## src/hw/rtl/mia_pkg.sv

```systemverilog
`timescale 1ns / 1ps
// Shared types, constants and saturating helpers for the adjugate matrix inverter.
// Used by the interfaces, the controller, the datapath and the top level.
package mia_pkg;

	localparam int CFG_W  = 3;
	localparam int ELEM_W = 32;
	localparam int DET_W  = 48;
	localparam int ACC_W  = 64;
	localparam int DIV_STEPS = 80;

	localparam logic [CFG_W-1:0] SIZE_RESET = 3'd4;

	localparam logic signed [ACC_W-1:0] ACC_MAX = {1'b0, {(ACC_W-1){1'b1}}};
	localparam logic signed [ACC_W-1:0] ACC_MIN = {1'b1, {(ACC_W-1){1'b0}}};
	localparam logic signed [ACC_W-1:0] ONE_Q16 = 64'sd65536;

	// Quotient cap of the restoring division and the output saturation bounds.
	localparam logic [33:0] Q_CAP = 34'h2_0000_0000;
	localparam logic [34:0] Q_NEG_LIM = 35'h0_8000_0000;
	localparam logic [34:0] Q_POS_LIM = 35'h0_7FFF_FFFF;

	// Datapath operations issued by the controller.
	typedef logic [3:0] op_t;
	localparam op_t OP_NONE  = 4'd0;
	localparam op_t OP_LOAD  = 4'd1;
	localparam op_t OP_OPL   = 4'd2;
	localparam op_t OP_MAG   = 4'd3;
	localparam op_t OP_P1    = 4'd4;
	localparam op_t OP_P2    = 4'd5;
	localparam op_t OP_COMB  = 4'd6;
	localparam op_t OP_ACC   = 4'd7;
	localparam op_t OP_CLR   = 4'd8;
	localparam op_t OP_WT    = 4'd9;
	localparam op_t OP_DET   = 4'd10;
	localparam op_t OP_DINIT = 4'd11;
	localparam op_t OP_DSTEP = 4'd12;
	localparam op_t OP_DEND  = 4'd13;
	localparam op_t OP_ZERO  = 4'd14;

	typedef struct packed {
		op_t  op;
		logic src_one;
		logic opneg;
		logic termneg;
		logic last;
	} cmd_t;

	typedef struct packed {
		logic sing;
	} status_t;

	function automatic logic signed [ACC_W-1:0] sat_add(input logic signed [ACC_W-1:0] a,
			input logic signed [ACC_W-1:0] b);
		logic signed [ACC_W:0] s;
		s = {a[ACC_W-1], a} + {b[ACC_W-1], b};
		if (s[ACC_W] != s[ACC_W-1]) begin
			return s[ACC_W] ? ACC_MIN : ACC_MAX;
		end
		return s[ACC_W-1:0];
	endfunction

	function automatic logic signed [ACC_W-1:0] sat_neg(input logic signed [ACC_W-1:0] a);
		return (a == ACC_MIN) ? ACC_MAX : -a;
	endfunction

	function automatic logic [ACC_W-1:0] mag64(input logic signed [ACC_W-1:0] a);
		return a[ACC_W-1] ? (ACC_W'(0) - ACC_W'(a)) : ACC_W'(a);
	endfunction

	function automatic logic signed [ACC_W-1:0] signed_sat(input logic [ACC_W-1:0] m,
			input logic neg);
		if (neg) begin
			return m[ACC_W-1] ? ACC_MIN : -$signed(m);
		end
		return m[ACC_W-1] ? ACC_MAX : $signed(m);
	endfunction

endpackage

```

## src/hw/rtl/mia_controller.sv

```systemverilog
`timescale 1ns / 1ps
// Sequencer of the matrix inverter: load count, minor enumeration by row and column masks,
// determinant expansion, per-element division and the output handshake.
// Depends on mia_pkg.
module mia_controller #(
	parameter int MAX_N = 4,
	localparam int CELLS = MAX_N * MAX_N,
	localparam int EAW = (CELLS > 1) ? $clog2(CELLS) : 1,
	localparam int TAW = 2 * MAX_N
) (
	input  logic                        clk,
	input  logic                        arst_n,
	input  logic                        cfg_valid,
	input  logic [mia_pkg::CFG_W-1:0]   cfg_data,
	output logic                        cfg_ready,
	input  logic                        in_valid,
	output logic                        in_ready,
	output logic                        out_valid,
	input  logic                        out_ready,
	input  mia_pkg::status_t            status,
	output mia_pkg::cmd_t               cmd,
	output logic [EAW-1:0]              e_waddr,
	output logic [EAW-1:0]              e_raddr,
	output logic [TAW-1:0]              t_addr
);
	localparam int MN = MAX_N;
	localparam int CW = $clog2(MAX_N + 1);

	localparam logic [4:0] S_LOAD  = 5'd0;
	localparam logic [4:0] S_NEXT  = 5'd1;
	localparam logic [4:0] S_SCAN  = 5'd2;
	localparam logic [4:0] S_RD    = 5'd3;
	localparam logic [4:0] S_OPL   = 5'd4;
	localparam logic [4:0] S_MAG   = 5'd5;
	localparam logic [4:0] S_P1    = 5'd6;
	localparam logic [4:0] S_P2    = 5'd7;
	localparam logic [4:0] S_COMB  = 5'd8;
	localparam logic [4:0] S_ACC   = 5'd9;
	localparam logic [4:0] S_WT    = 5'd10;
	localparam logic [4:0] S_DBEG  = 5'd11;
	localparam logic [4:0] S_DET   = 5'd12;
	localparam logic [4:0] S_PREP  = 5'd13;
	localparam logic [4:0] S_DRD   = 5'd14;
	localparam logic [4:0] S_DOPL  = 5'd15;
	localparam logic [4:0] S_DINIT = 5'd16;
	localparam logic [4:0] S_DSTEP = 5'd17;
	localparam logic [4:0] S_DEND  = 5'd18;
	localparam logic [4:0] S_OUT   = 5'd19;

	localparam logic [1:0] PH_MIN = 2'd0;
	localparam logic [1:0] PH_DET = 2'd1;
	localparam logic [1:0] PH_DIV = 2'd2;

	logic [4:0]                state_q;
	logic [mia_pkg::CFG_W-1:0] size_q;
	logic [EAW-1:0]            load_q;
	logic [1:0]                phase_q;
	logic [CW-1:0]             k_q;
	logic [MN-1:0]             r_q;
	logic [MN-1:0]             cm_q;
	logic [CW-1:0]             c_q;
	logic                      j_q;
	logic [6:0]                step_q;
	logic [CW-1:0]             oi_q;
	logic [CW-1:0]             oj_q;

	logic [mia_pkg::CFG_W-1:0] n3;
	logic [CW-1:0]             n_c;
	logic [CW-1:0]             n_m1;
	logic [5:0]                cells_m1;
	logic [MN-1:0]             full;
	logic [CW-1:0]             r0;
	logic [MN-1:0]             sub_r;
	logic [MN-1:0]             sub_c;
	logic                      match;
	logic                      adv_done;
	logic [CW-1:0]             adv_k;
	logic [MN-1:0]             adv_r;
	logic [MN-1:0]             adv_c;
	logic                      col_set;
	logic                      out_last;

	function automatic logic [CW-1:0] pop(input logic [MN-1:0] m);
		logic [CW-1:0] cnt;
		cnt = '0;
		for (int b = 0; b < MN; b++) begin
			cnt = cnt + CW'(m[b]);
		end
		return cnt;
	endfunction

	function automatic logic [CW-1:0] lowest(input logic [MN-1:0] m);
		logic [CW-1:0] idx;
		idx = '0;
		for (int b = MN - 1; b >= 0; b--) begin
			if (m[b]) begin
				idx = CW'(b);
			end
		end
		return idx;
	endfunction

	function automatic logic [MN-1:0] bm(input logic [CW-1:0] x);
		return MN'(1) << x;
	endfunction

	always_comb begin
		// Size zero acts as order one; sizes above the maximum act as the maximum.
		if (size_q == '0) begin
			n3 = 3'd1;
		end else if (size_q > mia_pkg::CFG_W'(MAX_N)) begin
			n3 = mia_pkg::CFG_W'(MAX_N);
		end else begin
			n3 = size_q;
		end
		n_c      = CW'(n3);
		n_m1     = n_c - CW'(1);
		cells_m1 = 6'(n3) * 6'(n3) - 6'd1;
		for (int b = 0; b < MN; b++) begin
			full[b] = (b < int'(n3));
		end
		r0      = lowest(r_q);
		sub_r   = r_q & ~bm(r0);
		sub_c   = cm_q & ~bm(c_q);
		match   = (pop(r_q) == k_q) && (pop(cm_q) == k_q);
		col_set = cm_q[c_q[$clog2(MN > 1 ? MN : 2)-1:0]];
		out_last = (oi_q == n_m1) && (oj_q == n_m1);

		adv_done = 1'b0;
		adv_k = k_q;
		adv_r = r_q;
		adv_c = cm_q;
		if (cm_q != full) begin
			adv_c = cm_q + MN'(1);
		end else if (r_q != full) begin
			adv_r = r_q + MN'(1);
			adv_c = MN'(1);
		end else if (k_q != n_m1) begin
			adv_k = k_q + CW'(1);
			adv_r = MN'(1);
			adv_c = MN'(1);
		end else begin
			adv_done = 1'b1;
		end
	end

	always_comb begin
		cmd.op      = mia_pkg::OP_NONE;
		cmd.last    = out_last;
		cmd.termneg = (phase_q == PH_MIN) ? j_q : 1'b0;
		in_ready    = 1'b0;
		out_valid   = 1'b0;
		// A size write is taken only while loading and never beside an element word.
		cfg_ready   = (state_q == S_LOAD) && !in_valid;
		e_waddr     = load_q;
		e_raddr     = EAW'(r0) * EAW'(n_c) + EAW'(c_q);
		if (phase_q == PH_DIV) begin
			t_addr      = {full & ~bm(oj_q), full & ~bm(oi_q)};
			cmd.src_one = ((full & ~bm(oj_q)) == '0);
			cmd.opneg   = oi_q[0] ^ oj_q[0];
		end else begin
			t_addr      = (state_q == S_WT) ? {r_q, cm_q} : {sub_r, sub_c};
			cmd.src_one = (sub_r == '0);
			cmd.opneg   = (phase_q == PH_DET) ? c_q[0] : 1'b0;
		end
		unique case (state_q)
			S_LOAD: begin
				in_ready = 1'b1;
				if (in_valid) begin
					cmd.op = mia_pkg::OP_LOAD;
				end
			end
			S_NEXT:  cmd.op = match ? mia_pkg::OP_CLR : mia_pkg::OP_NONE;
			S_OPL:   cmd.op = mia_pkg::OP_OPL;
			S_DOPL:  cmd.op = mia_pkg::OP_OPL;
			S_MAG:   cmd.op = mia_pkg::OP_MAG;
			S_P1:    cmd.op = mia_pkg::OP_P1;
			S_P2:    cmd.op = mia_pkg::OP_P2;
			S_COMB:  cmd.op = mia_pkg::OP_COMB;
			S_ACC:   cmd.op = mia_pkg::OP_ACC;
			S_WT:    cmd.op = mia_pkg::OP_WT;
			S_DBEG:  cmd.op = mia_pkg::OP_CLR;
			S_DET:   cmd.op = mia_pkg::OP_DET;
			S_PREP:  cmd.op = status.sing ? mia_pkg::OP_ZERO : mia_pkg::OP_NONE;
			S_DINIT: cmd.op = mia_pkg::OP_DINIT;
			S_DSTEP: cmd.op = mia_pkg::OP_DSTEP;
			S_DEND:  cmd.op = mia_pkg::OP_DEND;
			S_OUT:   out_valid = 1'b1;
			default: cmd.op = mia_pkg::OP_NONE;
		endcase
	end

	always_ff @(posedge clk or negedge arst_n) begin
		if (!arst_n) begin
			state_q <= S_LOAD;
			size_q  <= mia_pkg::SIZE_RESET;
			load_q  <= '0;
			phase_q <= PH_MIN;
			k_q     <= '0;
			r_q     <= '0;
			cm_q    <= '0;
			c_q     <= '0;
			j_q     <= 1'b0;
			step_q  <= '0;
			oi_q    <= '0;
			oj_q    <= '0;
		end else begin
			if (cfg_valid && cfg_ready) begin
				size_q <= cfg_data;
				load_q <= '0;
			end
			unique case (state_q)
				S_LOAD: begin
					if (in_valid) begin
						if (6'(load_q) == cells_m1) begin
							load_q <= '0;
							if (n3 == 3'd1) begin
								state_q <= S_DBEG;
							end else begin
								phase_q <= PH_MIN;
								k_q     <= CW'(1);
								r_q     <= MN'(1);
								cm_q    <= MN'(1);
								state_q <= S_NEXT;
							end
						end else begin
							load_q <= load_q + EAW'(1);
						end
					end
				end
				S_NEXT: begin
					if (match) begin
						c_q     <= '0;
						j_q     <= 1'b0;
						state_q <= S_SCAN;
					end else if (adv_done) begin
						state_q <= S_DBEG;
					end else begin
						k_q  <= adv_k;
						r_q  <= adv_r;
						cm_q <= adv_c;
					end
				end
				S_SCAN: begin
					if (col_set) begin
						state_q <= S_RD;
					end else if (c_q == n_m1) begin
						state_q <= (phase_q == PH_MIN) ? S_WT : S_DET;
					end else begin
						c_q <= c_q + CW'(1);
					end
				end
				S_RD:   state_q <= S_OPL;
				S_OPL:  state_q <= S_MAG;
				S_MAG:  state_q <= S_P1;
				S_P1:   state_q <= S_P2;
				S_P2:   state_q <= S_COMB;
				S_COMB: state_q <= S_ACC;
				S_ACC: begin
					j_q <= ~j_q;
					if (c_q == n_m1) begin
						state_q <= (phase_q == PH_MIN) ? S_WT : S_DET;
					end else begin
						c_q     <= c_q + CW'(1);
						state_q <= S_SCAN;
					end
				end
				S_WT: begin
					if (adv_done) begin
						state_q <= S_DBEG;
					end else begin
						k_q     <= adv_k;
						r_q     <= adv_r;
						cm_q    <= adv_c;
						state_q <= S_NEXT;
					end
				end
				S_DBEG: begin
					// The determinant is the first-row expansion against the cofactors.
					phase_q <= PH_DET;
					r_q     <= full;
					cm_q    <= full;
					c_q     <= '0;
					state_q <= S_SCAN;
				end
				S_DET: begin
					phase_q <= PH_DIV;
					oi_q    <= '0;
					oj_q    <= '0;
					state_q <= S_PREP;
				end
				S_PREP:  state_q <= status.sing ? S_OUT : S_DRD;
				S_DRD:   state_q <= S_DOPL;
				S_DOPL:  state_q <= S_DINIT;
				S_DINIT: begin
					step_q  <= '0;
					state_q <= S_DSTEP;
				end
				S_DSTEP: begin
					step_q <= step_q + 7'd1;
					if (step_q == 7'(mia_pkg::DIV_STEPS - 1)) begin
						state_q <= S_DEND;
					end
				end
				S_DEND: state_q <= S_OUT;
				S_OUT: begin
					if (out_ready) begin
						if (out_last) begin
							phase_q <= PH_MIN;
							state_q <= S_LOAD;
						end else begin
							if (oj_q == n_m1) begin
								oj_q <= '0;
								oi_q <= oi_q + CW'(1);
							end else begin
								oj_q <= oj_q + CW'(1);
							end
							state_q <= S_PREP;
						end
					end
				end
				default: state_q <= S_LOAD;
			endcase
		end
	end
endmodule

```

## config.mk

```make
export PLATFORM = sky130hd
export DESIGN_NAME = mia_controller
export DESIGN_NICKNAME = d
export VERILOG_FILES = /design/src/hw/rtl/mia_pkg.sv /design/src/hw/rtl/mia_controller.sv
export SDC_FILE = /design/constraint.sdc
export NUM_CORES = 1
export LEC_CHECK = 0
export BUFFER_PORTS_ARGS = -buffer_cell sky130_fd_sc_hd__clkbuf_2
export CAP_MARGIN = 5
export CORE_ASPECT_RATIO = 1.4
export CORE_MARGIN = 5
export CORE_UTILIZATION = 59
export CTS_CLUSTER_SIZE = 25
export DETAILED_ROUTE_END_ITERATION = 12
export HOLD_SLACK_MARGIN = 0.08
export PLACE_DENSITY = 0.89
export SYNTH_ARGS = -nofsm -noshare
export SYNTH_HDL_FRONTEND = slang
export SYNTH_SLANG_ARGS = --single-unit
```

## constraint.sdc

```tcl
create_clock -name clk -period 10.35 [get_ports clk]
set_input_delay 0.5175 -clock clk [delete_from_list [all_inputs] [get_ports clk]]
set_output_delay 0.5175 -clock clk [all_outputs]
set_load 0.01 [all_outputs]
```

# Word-level counts from Yosys, hierarchy flattened
# Cells that the tools add are included.
# word_totals
input_bits	9
reg_bits	42
out_inout_bits	27
mem_bits_rw	0
latchBits	0
rom_bits	0
wordCells	208
mem_count	0
# op_classes
add_sub_neg	17
multipliers	2
n_mux	86
n_bitwise	10
n_eq_ne	45
shift	4
reduce_logical	26
div_mod_pow	0
order_cmp	6
# op_table
cell	n
5-bit case mux with 20 select lines	1
4-bit 2-to-1 mux	23
3-bit 2-to-1 mux	23
4-bit case mux with 15 select lines	1
5-bit 2-to-1 mux	9
5-bit by 4-bit == test with 1-bit output, second input constant	8
4-bit case mux with 4 select lines	2
5-bit by 3-bit == test with 1-bit output, second input constant	4
5-bit == test, second input constant	4
2-bit inequality test, second input constant	10
4-bit bitwise AND	4
8-bit 2-to-1 mux	2
4-bit inverter	4
1-bit by 3-bit left shift with 4-bit output, first input constant	4
3-bit == test	5
2-bit 2-to-1 mux	7
7-bit case mux with 2 select lines	1
3-bit by 1-bit adder with 3-bit output, second input constant	4
4-bit by 1-bit adder with 4-bit output, second input constant	3
3-bit case mux with 2 select lines	2
3-bit case mux with 4 select lines	1
6-bit AND reduction	2
4-bit nonzero test	3
5-bit by 2-bit == test with 1-bit output, second input constant	2
other kinds (43)	67

# Logic depth before layout (Yosys ltp)
# depth
depth_word	11
depth_mapped	15
ltp_nobuf	12

# Worst setup path after synthesis
# No wires, ideal clock.
# synth_timing
path_type	register to output
from	register size_q[2] (netlist bit)
to	output port e_raddr[3]
stages_incl_launch_ff	15
t_arrival_ps	2931
path_buffers	3
slack_ps	6901
required_ps	9833
path_cell_list	dfstp_2 -> buf_6 -> buf_4 -> buf_4 -> nor2b_1 -> inv_1 -> nor2_1 -> ha_1 -> inv_1 -> fa_1 -> inv_1 -> fa_1 -> xnor2_1 -> xnor2_1 -> xnor2_1
# synth_via
elab_chain_cells	5
elab_cells_between_ends	6
cone_classes	add/sub (1); mul (1); order compare (1); mux (2); reduce/logical (1)
# synth_lines
item	line_no	text
from (decl)	mia_controller.sv:55	logic [mia_pkg::CFG_W-1:0] size_q;
from (signal assigned)	mia_controller.sv:196	size_q <= mia_pkg::SIZE_RESET;
from (signal assigned)	mia_controller.sv:209	size_q <= cfg_data;
3-bit > comparator	mia_controller.sv:111	end else if (size_q > mia_pkg::CFG_W'(MAX_N)) begin
3-bit 2-to-1 mux	mia_controller.sv:111	
3-bit 2-to-1 mux (*)	mia_controller.sv:109	if (size_q == '0) begin
3-bit by 3-bit multiplier with 4-bit output (*)	mia_controller.sv:156	e_raddr = EAW'(r0) * EAW'(n_c) + EAW'(c_q);
4-bit by 3-bit adder with 4-bit output (*)	mia_controller.sv:156	
to (decl)	mia_controller.sv:23	output logic [EAW-1:0] e_raddr,
# Every way passes the cells marked *; elsewhere a longest branch is shown, timed or not.

# Worst setup path after layout
# Same ends and word-level chain as after synthesis.

==> impl_metrics.yaml <==
job:
  cap_violations: 0
drt:
  drtPass1Iterations: 5
  postRouteAntennaNets: 0
  drt_iter0_markers: 318
  via_per_inst: 6.553
  drc: 0
  routed_wl_um: 11190
  vias: 4056
  wl_per_cell_um: 18.07
yosys:
  synthArstFlopShare_pct: 100.0
  synthDistinctLibCells: 81
  syn_inst: 503
  syn_avg_cell_area_um2: 8.151
  synthFlopType: "dfrtp_1"
  synth.net_count: 551
  syn_area_mm2: 0.004100
  synth_edf_count: 0
  ys_seq_area_share_pct: 25.66
  ys_seq_elements: 42
  ys_warn_count: 0
global_routing:
  grt_usage_pct: 26.90
  grt_pass1_wl_um: 18520
  grt_start_max_net_pins: 43
  grt_pass1_vias: 3891
  grt_antenna_before_repair: 0
  overflow: 0
clocking:
  cts_buffer_depth: 2
  clkLatencyLatePin_ns: 0.31
  cts.sinks: 42
  cts-htree-levels: 2
  post_cts_resized: 0
  post_cts_buffers: 0
  cts_buffers: 5
  clkTransAtPathRegs_ns: 0.09
  clockRootBuffer: "clkbuf_8"
  cts_tree: "done"
  ctsHoldBuffers: 0
final_layout:
  n_fill_cell: 573
  seq_area_mm2: 0.001052
  antenna_cells: 0
  final_util_pct: 63.73
  syn2layout_area_growth_pct: 7.110
  nets: 571
  final_cells: 619
  drive_gt1_share_pct: 13.93
  multi_input_area_mm2: 0.002830
worst_hold_path:
  hold_path_class: "input pin to asynchronous set/reset pin"
critical_path:
  crit_required_ns: 9.83
  slowest_stage: "dfstp_2"
  worstSetupPathType: "flip-flop to output port"
  start_kind: "flip-flop"
  critical_path_peak_fanout: 27
  cp.arrival_ns: 3.64
  path_buf_inv: 4
  slowest_delay_ns: 0.87
  crit_chain: "clkinv_1 -> nor2_1 -> ha_1 -> inv_1 -> fa_1 -> inv_1 -> fa_1 -> xnor2_1 -> xnor2_1 -> xnor2_1 -> clkbuf_2"
  end_kind: "output port"
  critPathTopFamily: "adder cells"
  critPathMostFrequentCell: "xnor2_1"
timing:
  final_hold_viol_count: 0
  rsz0062_at_grt: "no"
  period_share_pct: 40.13
  slew_violations: 0
  timing.fmax_mhz: 240.8
  max_slew_margin_pct: 25.87
  tns_ns: 0
  finalClockSkew_ns: 0.004895
  worst_pin_slew_ns: 1.112
  fin_crit_ns: 4.153
  setup_violations: 0
floorplanning:
  fp.dieW_um: 80.46
  io-pin-count: 36
  placementRows: 36
  dieArea_mm2: 0.008740
  die_y_um: 108.6
  coreArea_mm2: 0.006892
  initial_core_util_pct: 59.50
placement:
  dp_hpwl_um: 8269
  placedCellCount: 611
  io_buffer_count: 35
  gp_congestion: 0.9498
power_and_ir_drop:
  powerDensity_mw_per_mm2: 316.4
  peakVddDrop_v: 0.0001614
  p_leak_uw: 0.001993
status:
  outcome: "finished, final reports clean"
per-stage QoR:
| stage | setup slack [ns] | instance area (um^2) | hold slack, ns | total power, uW |
|---|---|---|---|---|
| final | 6.197 | 4392 | 0.4068 | 1390 |
| after floorplan | 6.901 | 4100 | 0.2219 | 1012 |
| after global routing | 6.020 | 4392 | 0.4372 | 1500 |
| after CTS | 6.202 | 4392 | 0.4346 | 1373 |
| after detailed placement | 6.554 | 4282 | 0.4769 | 1224 |
| after global placement | 6.684 | 4282 | 0.4687 | 1185 |
state kept, by name, summed over array words and instances (netlist names):
signal,flops
step_q,7
state_q,5
cm_q,4
e_waddr,4
r_q,4
c_q,3
k_q,3
oi_q,3
oj_q,3
size_q,3
phase_q,2
j_q,1
final cells by class:
| type | count | area share (%) |
|---|---|---|
| clock buffer | 6 | 1.652 |
| clock inverter | 2 | 0.8547 |
| inverter | 28 | 2.393 |
| multi-input combinational | 411 | 64.44 |
| sequential | 42 | 23.96 |
| tap | 95 | 2.707 |
| timing repair buffer | 35 | 3.989 |
synth_stat cells, drive strengths merged (4+ instances only):
cell | count | area share, %
nand2b | 13 | 2.0
o21ai | 33 | 4.1
mux2i | 5 | 1.2
or2 | 4 | 0.61
nor2b | 12 | 1.8
and2 | 4 | 0.67
o31ai | 7 | 1.3
nor2 | 44 | 4.0
a21oi | 27 | 3.5
a22o | 6 | 1.3
or3 | 7 | 1.1
xnor2 | 13 | 2.8
dfrtp | 41 | 25
mux2 | 7 | 1.9
nand3 | 25 | 3.1
a31oi | 12 | 1.8
inv | 27 | 2.5
fa | 4 | 2.0
o211ai | 4 | 0.85
clkbuf | 13 | 1.2
o22ai | 8 | 1.2
nand2 | 60 | 5.5
ha | 35 | 11
nor3b | 4 | 0.73
nor3 | 9 | 1.2
a21o | 9 | 1.6
buf | 9 | 1.6
metal layers:
| layer | track usage, % | vias to the layer above | wire length, um |
|---|---|---|---|
| met1 | 31.00 | 1941 | 4260 |
| li1 | - | 1857 | - |
| met3 | 3.719 | 53 | 671 |
| met5 | 0 | - | 0 |
| met2 | 47.69 | 205 | 5687 |
| met4 | 14.13 | 0 | 567 |
cells in the final DEF (no fill, tap or decap), types with 4 or more instances in the layout:
cell	instances
o31ai_1	7
mux2_2	7
a22o_1	6
nand2b_1	13
clkbuf_2	35
mux2i_1	5
or2_2	4
nor2b_1	12
fa_1	4
o21ai_0	29
a21oi_1	25
clkbuf_8	5
nor2_1	44
nand2_1	60
nor3b_1	4
nand3_1	25
a21o_1	9
nor3_1	8
dfrtp_1	41
or3_1	7
a31oi_1	12
inv_1	27
xnor2_1	13
o22ai_1	8
ha_1	35
final timing paths:
kind                                  startpoint                     to  slack (ns)  cells after the start
setup / recovery           size_q[2]$_DFFE_PN1P_             e_raddr[3]        6.20                     11
hold reg to reg                  j_q$_DFFE_PN0P_        j_q$_DFFE_PN0P_        0.49                      1
min in group clk                     cfg_data[1]  size_q[1]$_DFFE_PN0P_        0.44                      2
max in group asynchronous                 arst_n    cm_q[2]$_DFFE_PN0P_        9.26                      1
hold / removal                            arst_n  step_q[5]$_DFFE_PN0N_        0.41                      1
setup reg to reg           size_q[1]$_DFFE_PN0P_    oj_q[0]$_DFFE_PN0P_        6.67                     11
report_power, final:
group / internal [uW] / total [uW] / switching [uW]
logic: 372 / 894 / 522
clock network: 72.1 / 135 / 62.5
registers: 213 / 361 / 148
total: 657 / 1390 / 732
logic make-up (layout without fill, tap and decap cells):
logic type                 Yosys count  after routing  synth area share, %
adders and majority gates           39             39                12.63
muxes                               13             13                3.693
xor gates and xnor gates            16             16                3.876
DFF                                 42             42                25.66
buffers and inverters               50             71                5.310
and+or+nand+nor                    204            204                25.15
AOI/OAI and AO/OA                  139            139                23.68
worst reg2reg max path, stage by stage (launching register included):
cell      delay (ns)
dfrtp_1         0.65
and2b_1         0.35
nor2_1          0.09
inv_1           0.14
ha_1            0.31
xor2_4          0.16
or3_1           0.39
a221oi_1        0.37
nand3_1         0.28
and2_4          0.26
o32a_1          0.25
mux2_2          0.31
Power figures use the tool's default switching activity.
